**src/hdl/dpd_pkg.sv**
```systemverilog
// Shared constants and types for the binary64 divider.
package dpd_pkg;
  localparam int unsigned WordW  = 64;
  localparam int unsigned ExpW   = 11;
  localparam int unsigned FracW  = 52;
  localparam int unsigned MantW  = 53;
  localparam int unsigned RemW   = 61;
  localparam int unsigned QBits  = 105;
  localparam int unsigned NumStg = 13;
  localparam int unsigned LshW   = 7;
  localparam int unsigned PreW   = 6;
  localparam logic [ExpW-1:0] ExpMax = 11'h7FF;
  localparam logic [FracW-1:0] Quiet = 52'h8000000000000;
  localparam logic signed [13:0] Bias = 14'sd1023;

  // Operand data carried down the chain.
  typedef struct packed {
    logic             sa;
    logic             sb;
    logic [ExpW-1:0]  ea;
    logic [ExpW-1:0]  eb;
    logic [FracW-1:0] fa;
    logic [FracW-1:0] fb;
    logic [PreW-1:0]  pre;
    logic [MantW-1:0] d;
    logic [RemW-1:0]  rem;
    logic [QBits-1:0] q;
    logic             found;
    logic [LshW-1:0]  lsh;
  } work_t;
endpackage

```
**src/hdl/dpd_cell.sv**
```systemverilog
// One radix-256 restoring cell: eight quotient bits per request.
module dpd_cell #(
  parameter int unsigned Idx = 1
) (
  input  logic           clk_i,
  input  logic           rst_ni,
  input  logic           en_i,
  input  logic           vld_i,
  input  dpd_pkg::work_t w_i,
  output logic           vld_o,
  output dpd_pkg::work_t w_o
);
  localparam logic [63:0] Low61  = 64'h1FFFFFFFFFFFFFFF;
  localparam logic [63:0] Borrow = 64'h4000000000000000;

  dpd_pkg::work_t w_d, w_q;
  logic vld_q;

  always_comb begin
    logic [63:0] r, m1, m2, t1, t2, t3;
    logic [7:0] dig;
    w_d = w_i;
    dig = '0;
    r = ({3'b0, w_i.rem} << 8) & Low61;
    for (int s = 6; s >= 0; s -= 2) begin
      m1 = {11'b0, w_i.d} << s;
      m2 = {11'b0, w_i.d} << (s + 1);
      t3 = r - (m2 + m1);
      t2 = r - m2;
      t1 = r - m1;
      if ((t3 & Borrow) == '0) begin
        dig[s+:2] = 2'd3; r = t3 & Low61;
      end else if ((t2 & Borrow) == '0) begin
        dig[s+:2] = 2'd2; r = t2 & Low61;
      end else if ((t1 & Borrow) == '0) begin
        dig[s+:2] = 2'd1; r = t1 & Low61;
      end
    end
    w_d.rem = r[dpd_pkg::RemW-1:0];
    w_d.q[8*(dpd_pkg::NumStg-Idx)+:8] = dig;
    if (!w_i.found && dig != '0) begin
      w_d.found = 1'b1;
      for (int b = 0; b < 8; b++) begin
        if (dig[b]) w_d.lsh = dpd_pkg::LshW'(8 * Idx - b);
      end
    end
  end

  always_ff @(posedge clk_i or negedge rst_ni) begin
    if (!rst_ni) vld_q <= 1'b0;
    else if (en_i) vld_q <= vld_i;
  end

  always_ff @(posedge clk_i) begin
    if (en_i) w_q <= w_d;
  end

  assign vld_o = vld_q;
  assign w_o   = w_q;
endmodule

```
**config.mk**
```make
export PLATFORM = sky130hd
export DESIGN_NAME = dpd_cell
export DESIGN_NICKNAME = d
export VERILOG_FILES = /design/src/hdl/dpd_pkg.sv /design/src/hdl/dpd_cell.sv
export SDC_FILE = /design/constraint.sdc
export NUM_CORES = 2
export LEC_CHECK = 0
export CORE_MARGIN = 10
export CORE_UTILIZATION = 45
export DETAILED_ROUTE_END_ITERATION = 16
export DONT_BUFFER_PORTS = 1
export MAX_ROUTING_LAYER = met4
export PLACE_DENSITY = 0.58
export SYNTH_ARGS = -nofsm -noshare
export SYNTH_HDL_FRONTEND = slang
export SYNTH_SLANG_ARGS = --single-unit
```
**constraint.sdc**
```tcl
create_clock -name clk_i -period 0.9 [get_ports clk_i]
set_input_delay 0.045 -clock clk_i [delete_from_list [all_inputs] [get_ports clk_i]]
set_output_delay 0.045 -clock clk_i [all_outputs]
set_load 0.02 [all_outputs]
```
==> out/qor.yml <==
timing:
  drv_slew: 0
  fmax_ghz: 0.0615
  hold_viol: 110
  timing.setup.tns_ns: -1198.55
  timing.final.ws_setup_ns: -15.37
  period_share: 18.1
  timing.hold.ws_ns: -0.375
  tightest_slew_ns: 1.35
  rsz0062_at_grt: "yes"
  setup_viol: 439
  max_slew_margin: 0.0996
  post-route-min-period_ns: 16.27
  skew_ns: 0
place:
  place_congestion: 1.02
  hpwl_microns: 233000
  port_buffers: 0
grt:
  grt_pass1_wl_microns: 435000
  grt_start_max_net_pins: 363
  overflow: 0
  grt_usage: 0.410
  grt_pass1_vias: 70494
  antenna_found_initial: 41
setup_path:
  arrival_ns: 16.66
  r2r_slack_ns: 0.12
  start_kind: "input port"
  cp-end-kind: "flip-flop"
  max_stage_delay_ns: 0.65
  crit_path_top_delay_cell: "fa_1"
  worstPathRequired_ns: 1.29
  reg2reg_depth: 1
  worstSetupPathType: "input port to flip-flop"
  path_max_fanout: 11
  r2r-start: "vld_o"
  worst_path_most_repeated_cell: "a21o_1"
  rr_endpoint: "vld_o"
run_status:
  violations: "hold timing, setup timing"
  outcome: "finished with violations"
clocking:
  cts_inserted_buffers: 36
  clk_path_buf_depth: 3
  clk-insertion-delay-late_ns: 0.59
  clockRootBuffer: "clkbuf_16"
  path_clk_slew_ns: 0.09
  cts_tree: "done"
  htree_levels: 2
  cts_hold_buf: 295
  cts_sinks: 362
layout:
  final_cell_mix: "2878 x buf_4, 646 x a21oi_1, 636 x inv_1"
  nFillCells: 9835
  final_common_cell: "buf_4"
  area_growth_pct: 57.5
  fin_nets: 11506
  drive_above_1_share: 0.360
hold_path:
  hp-start: "en_i"
  worstHoldPathCells: 0
  min_path_type: "input port to flip-flop"
  worstHoldEndpoint: "w_o[60]"
logic_synthesis:
  netlist_area_sq_um: 57700
  synth-edff-count: 361
  synth.distinct_cells: 107
  syn_avg_cell_area_sq_um: 8.07
  ys_seq_elements: 362
  async_flop_share: 0.00276
  syn-num-nets: 8353
  syn_inst: 7147
  ys_seq_area_frac: 0.188
  ys.flop_type: "edfxtp_1"
  yosys_warnings: 0
floorplan:
  initial_core_util: 0.453
  chipWidth_microns: 378
  io_pins: 727
  rows: 131
  die_height_microns: 378
  dieArea_sq_um: 143000
  core_sq_um: 127000
route:
  drt-pass1-iter-count: 13
  via_per_inst: 6.05
  dr.first_iter.drc_count: 8662
  via_count: 72773
  drt-total-wl_microns: 316000
  wl_per_cell_microns: 26.2
  drcViolationCount: 0
  final_antenna_net_count: 0
job:
  max-cap-violations: 0
[final cells by class]
cell class,count,area [sq um],share of cell area
multi-input combinational,5854,46300,0.510
timing repair buffer,3360,27600,0.304
sequential,362,10900,0.120
inverter,686,2680,0.0295
tap,1662,2080,0.0229
clock buffer,40,916,0.0101
clock inverter,23,255,0.00281
antenna,48,120,0.00132
[kinds of logic after synthesis]
logic type / count (synthesis) / share of synthesized area
compound gates: 2639 / 0.299
xor+xnor: 534 / 0.0812
fa+ha+maj: 841 / 0.210
buf+inv: 931 / 0.0617
flops: 362 / 0.188
mux: 48 / 0.00870
simple gates: 1792 / 0.151
[what timing repair did]
action                                  in CTS  in global routing
endpoints found under the setup margin     439                439
hold endpoints to repair                   656                192
resized for setup                          468                305
buffers inserted                           154                 80
pin swaps                                  134                155
cloned                                      16                  7
[worst max-delay path: cells and delay by family]
kind                       cells  cell delay [ns]
and+or+nand+nor               12             2.34
adders and majority gates      8             3.02
AOI/OAI and AO/OA             36             8.01
buffers and inverters         23             3.09
[stage by stage]
stage | utilization | cell area (sq um) | hold WS [ns] | setup slack (ns) | std cells
floorplan | - | 58200 | -0.251 | -14.66 | 7147
global placement | 0.635 | 80900 | -0.251 | -16.68 | 11389
detailed placement | 0.635 | 80900 | -0.251 | -16.97 | 11389
CTS | 0.697 | 88700 | -0.412 | -14.37 | 11911
global route | 0.713 | 90800 | -0.401 | -15.53 | 12013
finish | 0.713 | 90800 | -0.375 | -15.37 | 12035
[how the worst max path moves through the flow]
| stage | start | to | cells past startpoint |
|---|---|---|---|
| floorplan | w_i[187] | w_o[0] | 77 |
| global placement | w_i[177] | w_o[165] | 77 |
| detailed placement | w_i[185] | w_o[165] | 76 |
| CTS | w_i[185] | w_o[2] | 78 |
| global route | w_i[183] | w_o[165] | 82 |
| finish | w_i[185] | w_o[165] | 79 |
[flip-flops by register name, indices dropped and copies added, names as in the netlist]
register	count
w_o	361
vld_o	1
[synth_stat cells, types with 31 or more instances]
cell      instances  area share
a21oi_1         733       0.064
inv_1           683       0.044
ha_1            632        0.14
nand2_1         516       0.034
o21ai_0         461       0.040
nor2_1          426       0.028
a21o_1          369       0.048
edfxtp_1        361        0.19
xnor2_1         329       0.050
fa_1            209       0.073
xor2_1          204       0.031
clkbuf_1        198       0.013
nand3_1         150       0.013
o211ai_1        118       0.015
o21bai_1        117       0.015
nor3_1          116       0.010
o21a_1          111       0.014
a211oi_1        107       0.014
nand2b_1        107       0.012
a31oi_1         106       0.011
nand4_1         100       0.011
nor2b_1          80      0.0087
and3_1           79      0.0086
and2_1           52      0.0056
o22ai_1          42      0.0046
a22oi_1          41      0.0053
a21boi_0         38      0.0049
o31ai_1          38      0.0049
or3_1            37      0.0040
or2_2            33      0.0036
mux2i_1          31      0.0054
[per-layer routing]
metal / global-route usage / routed length (microns)
met1: 0.500 / 119000
met2: 0.638 / 136000
met3: 0.0788 / 36000
met4: 0.221 / 25100
met5: - / 0
Power is left out: the tool's default activity adds up to more than one toggle a clock period on the data nets, which glitch-free logic cannot reach.
