$ cat config.mk
export PLATFORM = sky130hd
export DESIGN_NAME = dpd_front
export DESIGN_NICKNAME = d
export VERILOG_FILES = /design/src/hdl/dpd_pkg.sv /design/src/hdl/dpd_front.sv
export SDC_FILE = /design/constraint.sdc
export NUM_CORES = 1
export LEC_CHECK = 0
export ABC_AREA = 0
export ABC_CLOCK_PERIOD_IN_PS = 800
export BUFFER_PORTS_ARGS = -buffer_cell sky130_fd_sc_hd__buf_2
export CORE_ASPECT_RATIO = 0.5
export CORE_MARGIN = 2
export CORE_UTILIZATION = 48
export DETAILED_ROUTE_END_ITERATION = 10
export GPL_ROUTABILITY_DRIVEN = 1
export HOLD_SLACK_MARGIN = 0.12
export PLACE_DENSITY_LB_ADDON = 0.3
export SETUP_SLACK_MARGIN = 0.3
export SKIP_CTS_REPAIR_TIMING = 1
export SYNTH_ARGS = -nofsm -noshare
export SYNTH_HDL_FRONTEND = slang
export SYNTH_SLANG_ARGS = --single-unit
$ cat constraint.sdc
create_clock -name clk_i -period 0.8 [get_ports clk_i]
set_input_delay 0.04 -clock clk_i [delete_from_list [all_inputs] [get_ports clk_i]]
set_output_delay 0.04 -clock clk_i [all_outputs]
set_load 0.02 [all_outputs]
$ cat src/hdl/dpd_pkg.sv
// Shared constants and types for the binary64 divider.
package dpd_pkg;
  localparam int unsigned WordW  = 64;
  localparam int unsigned ExpW   = 11;
  localparam int unsigned FracW  = 52;
  localparam int unsigned MantW  = 53;
  localparam int unsigned RemW   = 61;
  localparam int unsigned QBits  = 105;
  localparam int unsigned NumStg = 13;
  localparam int unsigned LshW   = 7;
  localparam int unsigned PreW   = 6;
  localparam logic [ExpW-1:0] ExpMax = 11'h7FF;
  localparam logic [FracW-1:0] Quiet = 52'h8000000000000;
  localparam logic signed [13:0] Bias = 14'sd1023;

  // Operand data carried down the chain.
  typedef struct packed {
    logic             sa;
    logic             sb;
    logic [ExpW-1:0]  ea;
    logic [ExpW-1:0]  eb;
    logic [FracW-1:0] fa;
    logic [FracW-1:0] fb;
    logic [PreW-1:0]  pre;
    logic [MantW-1:0] d;
    logic [RemW-1:0]  rem;
    logic [QBits-1:0] q;
    logic             found;
    logic [LshW-1:0]  lsh;
  } work_t;
endpackage

$ cat src/hdl/dpd_front.sv
// Operand unpack, divisor normalize and first compare.
module dpd_front (
  input  logic                        clk_i,
  input  logic                        rst_ni,
  input  logic                        en_i,
  input  logic                        vld_i,
  input  logic [dpd_pkg::WordW-1:0]   a_i,
  input  logic [dpd_pkg::WordW-1:0]   b_i,
  output logic                        vld_o,
  output dpd_pkg::work_t              w_o
);
  dpd_pkg::work_t w_d, w_q;
  logic vld_q;

  always_comb begin
    logic [dpd_pkg::MantW-1:0] ma, mb, d;
    logic [dpd_pkg::PreW-1:0] pre;
    w_d.sa = a_i[63];
    w_d.sb = b_i[63];
    w_d.ea = a_i[62:52];
    w_d.eb = b_i[62:52];
    w_d.fa = a_i[51:0];
    w_d.fb = b_i[51:0];
    ma = {(w_d.ea != '0), w_d.fa};
    mb = {(w_d.eb != '0), w_d.fb};
    pre = 6'd52;
    for (int i = 0; i <= 52; i++) begin
      if (mb[i]) pre = dpd_pkg::PreW'(52 - i);
    end
    d = mb << pre;
    w_d.pre = pre;
    w_d.d = d;
    w_d.q = '0;
    w_d.lsh = '0;
    if (ma >= d) begin
      w_d.rem = dpd_pkg::RemW'(ma - d);
      w_d.q[dpd_pkg::QBits-1] = 1'b1;
      w_d.found = 1'b1;
    end else begin
      w_d.rem = dpd_pkg::RemW'(ma);
      w_d.found = 1'b0;
    end
  end

  always_ff @(posedge clk_i or negedge rst_ni) begin
    if (!rst_ni) vld_q <= 1'b0;
    else if (en_i) vld_q <= vld_i;
  end

  always_ff @(posedge clk_i) begin
    if (en_i) w_q <= w_d;
  end

  assign vld_o = vld_q;
  assign w_o   = w_q;
endmodule

==> run_results.csv <==
group,metric,value,unit
run_status,status,"finished with violations",
run_status,failed_checks,"hold timing, setup timing",
synthesis,yosys.area.top_type,"edfxtp_1",
detailed_routing,postRouteAntennaNets,0,
synthesis,ys_seq_elements,243,
sta,drv_slew,0,
cells_and_area,final_util,0.811,
synthesis,synth_edf_count,242,
detailed_routing,dr.pass1.iters,6,
detailed_routing,drc,0,
synthesis,synth.yosys.seq_area_share,0.450,
power_and_ir_drop,peakVddDrop,1.97,mV
placement,gpl.final_weighted_congestion,0.983,
grt,grt_pass1_vias,15238,
synthesis,yosys_warnings,0,
sta,finalCriticalPeriod,5.04,ns
detailed_routing,drt_iter0_markers,1935,
floorplan,io_pins,494,
floorplan,dieArea,35300,µm²
synthesis,synth_flop_cell,"edfxtp_1",
critical_path,criticalPathCategory,"in2reg",
sta,setup_violations,366,
cells_and_area,multiInputGateArea,9840,µm²
critical_path,worstPathMaxFanout,7,
floorplan,die_y,134,µm
cells_and_area,layoutNonFillerInstCount,3028,
run,max_cap_violations,0,
sta,whs,-0.332,ns
power_and_ir_drop,power.leakage,11.8,nW
clock_tree,clk_latency,0.56,ns
floorplan,coreArea,33100,µm²
critical_path,cp_slowest_cell,"a2111oi_4",
synthesis,async_flop_share,0.00412,
detailed_routing,vias,17434,
cells_and_area,area.sequential,7290,µm²
critical_path,cp_common_cell,"buf_4",
sta,slew_headroom,0.433,
synthesis,yosysMostFrequentCell,"edfxtp_1",
critical_path,start_kind,"input pin",
sta,rsz0062_at_grt,"true",
critical_path,crit_path_max_incr_delay,0.56,ns
detailed_routing,drt_wl_total,68000,µm
power_and_ir_drop,total_power,0.0409,W
placement,hpwl,48500,µm
grt,antenna_found_initial,1,
detailed_routing,routed_via_density,5.76,
placement,dpl.cell_count,2814,
detailed_routing,wl_per_cell,22.5,µm
grt,grt_pass1_wl,88600,µm
sta,hold_viol,93,
critical_path,endpoint_kind,"flip-flop",
synthesis,syn_area,16200,µm²
hold_path,hold_class,"in2reg",
critical_path,required,1.16,ns
floorplan,dieWidth,264,µm
clock_tree,clock-sinks,243,
clock_tree,cts_tree,"built",
synthesis,ys_types,90,
floorplan,rows,47,
critical_path,crit_arrival,5.40,ns
synthesis,yosysTopAreaCellShare,0.449,
sta,fin_crit_sh,6.30,
placement,post-place-ws,-5.28,ns
clock_tree,h-tree-depth,1,
cells_and_area,layout.nets,2757,
sta,fmax,0.198,GHz
cells_and_area,nFillCells,1988,
clock_tree,cts.clk_slew.worst_paths,0.07,ns
grt,gr-total-overflow,0,
synthesis,syn_avg_cell_area,10.6,µm²
power_and_ir_drop,p_per_area,1520,nW/µm²
cells_and_area,area_delta_synth_final,66.0,%
sta,setup_ws,-4.24,ns
placement,numPortBuffers,382,
grt,track_usage,0.325,
clock_tree,cts_buffer_depth,3,
sta,tightest_slew,0.847,ns
grt,grt_max_degree,51,
synthesis,synthCells,1531,
clock_tree,cts_root_buf,"clkbuf_16",
synthesis,synth_area_leaders,"edfxtp_1, buf_4, ha_1",
sta,finalClockSkew,0,ns
cells_and_area,final_layout_size_suffix_gt1_frac,0.547,
floorplan,start_util,0.489,
synthesis,synth_top_cells_by_count,"edfxtp_1, nand2_1, buf_4",
clock_tree,cts_inserted_buffers,23,
## metrics by stage
step                setup TNS (ns)  area [µm²]
floorplan                  -345.23       17100
global placement           -418.86       22400
detailed placement         -420.81       22400
CTS                        -441.88       23200
global route               -431.72       26900
finish                     -413.36       26900
## metal layers
| metal | share of wire | routed length, µm | GRT usage |
|---|---|---|---|
| met5 | 0 | 0 | 0 |
| met4 | 0.040 | 2720 | 0.0784 |
| met3 | 0.093 | 6300 | 0.0683 |
| met2 | 0.48 | 32400 | 0.537 |
| met1 | 0.39 | 26600 | 0.441 |
## area by class of cell
type,instances,area share
clock buffers,24,0.0216
clock inverters,16,0.00680
repair inverters,3,0.00102
well taps,441,0.0205
diodes,1,0.0000932
flip-flops and latches,243,0.272
multi-input cells,1164,0.366
inverters,39,0.00666
repair buffers,1097,0.305
## cells in the final DEF (no fill, tap or decap), types with 11 or more instances in the layout
cell type / netlist / final
buf_4: 120 / 542
buf_2: 18 / 373
edfxtp_1: 242 / 242
nand2_1: 161 / 137
conb_1: 1 / 111
buf_6: 1 / 77
dlygate4sd3_1: 0 / 70
a21oi_1: 83 / 54
nor2_1: 64 / 52
o21ai_0: 100 / 50
nand3_1: 42 / 34
ha_1: 53 / 34
a21o_1: 32 / 32
o211ai_1: 30 / 30
mux4_2: 29 / 29
clkbuf_16: 0 / 29
o21ai_1: 2 / 27
inv_1: 36 / 26
buf_12: 0 / 23
o21ai_2: 0 / 22
xnor2_1: 23 / 22
xor2_1: 21 / 21
nor3_1: 26 / 20
a21oi_2: 0 / 20
mux2i_1: 48 / 19
ha_4: 0 / 18
mux2i_4: 0 / 17
nand2_2: 0 / 17
nand2b_1: 19 / 16
o21a_1: 19 / 16
mux2_4: 2 / 15
mux2i_2: 1 / 13
nor2b_1: 14 / 12
nor4_1: 18 / 11
## worst paths after layout
path / end / cells after the start / from / slack, ns
max in group asynchronous: vld_o / 3 / rst_ni / 0.32
worst min register to register: vld_o / 1 / vld_o / 0.56
worst max-delay path: w_o[136] / 26 / b_i[54] / -4.24
worst max register to register: vld_o / 1 / vld_o / 0
worst min-delay path: w_o[339] / 1 / b_i[54] / -0.33
min in group asynchronous: vld_o / 3 / rst_ni / 0.35
## logic make-up (layout without fill, tap and decap cells)
| family | count (synthesis) | in the layout | share of synthesized area |
|---|---|---|---|
| AO/OA/AOI/OAI | 437 | 437 | 0.187 |
| AND/OR/NAND/NOR | 417 | 417 | 0.124 |
| flip-flops | 243 | 243 | 0.450 |
| buffers and inverters | 234 | 1179 | 0.0855 |
| multiplexers | 101 | 101 | 0.0873 |
| adder cells (fa/ha/maj) | 54 | 54 | 0.0422 |
| XOR/XNOR | 44 | 44 | 0.0238 |
| other | 1 | 112 | 0.000232 |
## state kept, by name (all words and copies together), names as in the netlist
| name | flops |
|---|---|
| vld_o | 1 |
| w_o | 242 |
## power breakdown
| part | switching [W] | internal, W |
|---|---|---|
| logic | 0.00760 | 0.00585 |
| clock network | 0.00536 | 0.00632 |
| registers | 0.000355 | 0.0154 |
## worst max-delay path: cells and delay by family
kind	cells	cell delay, ns
AO/OA/AOI/OAI	13	3.06
AND/OR/NAND/NOR	5	0.76
adder cells (fa/ha/maj)	1	0.33
buffers and inverters	7	1.18
Power figures use the tool's default switching activity.
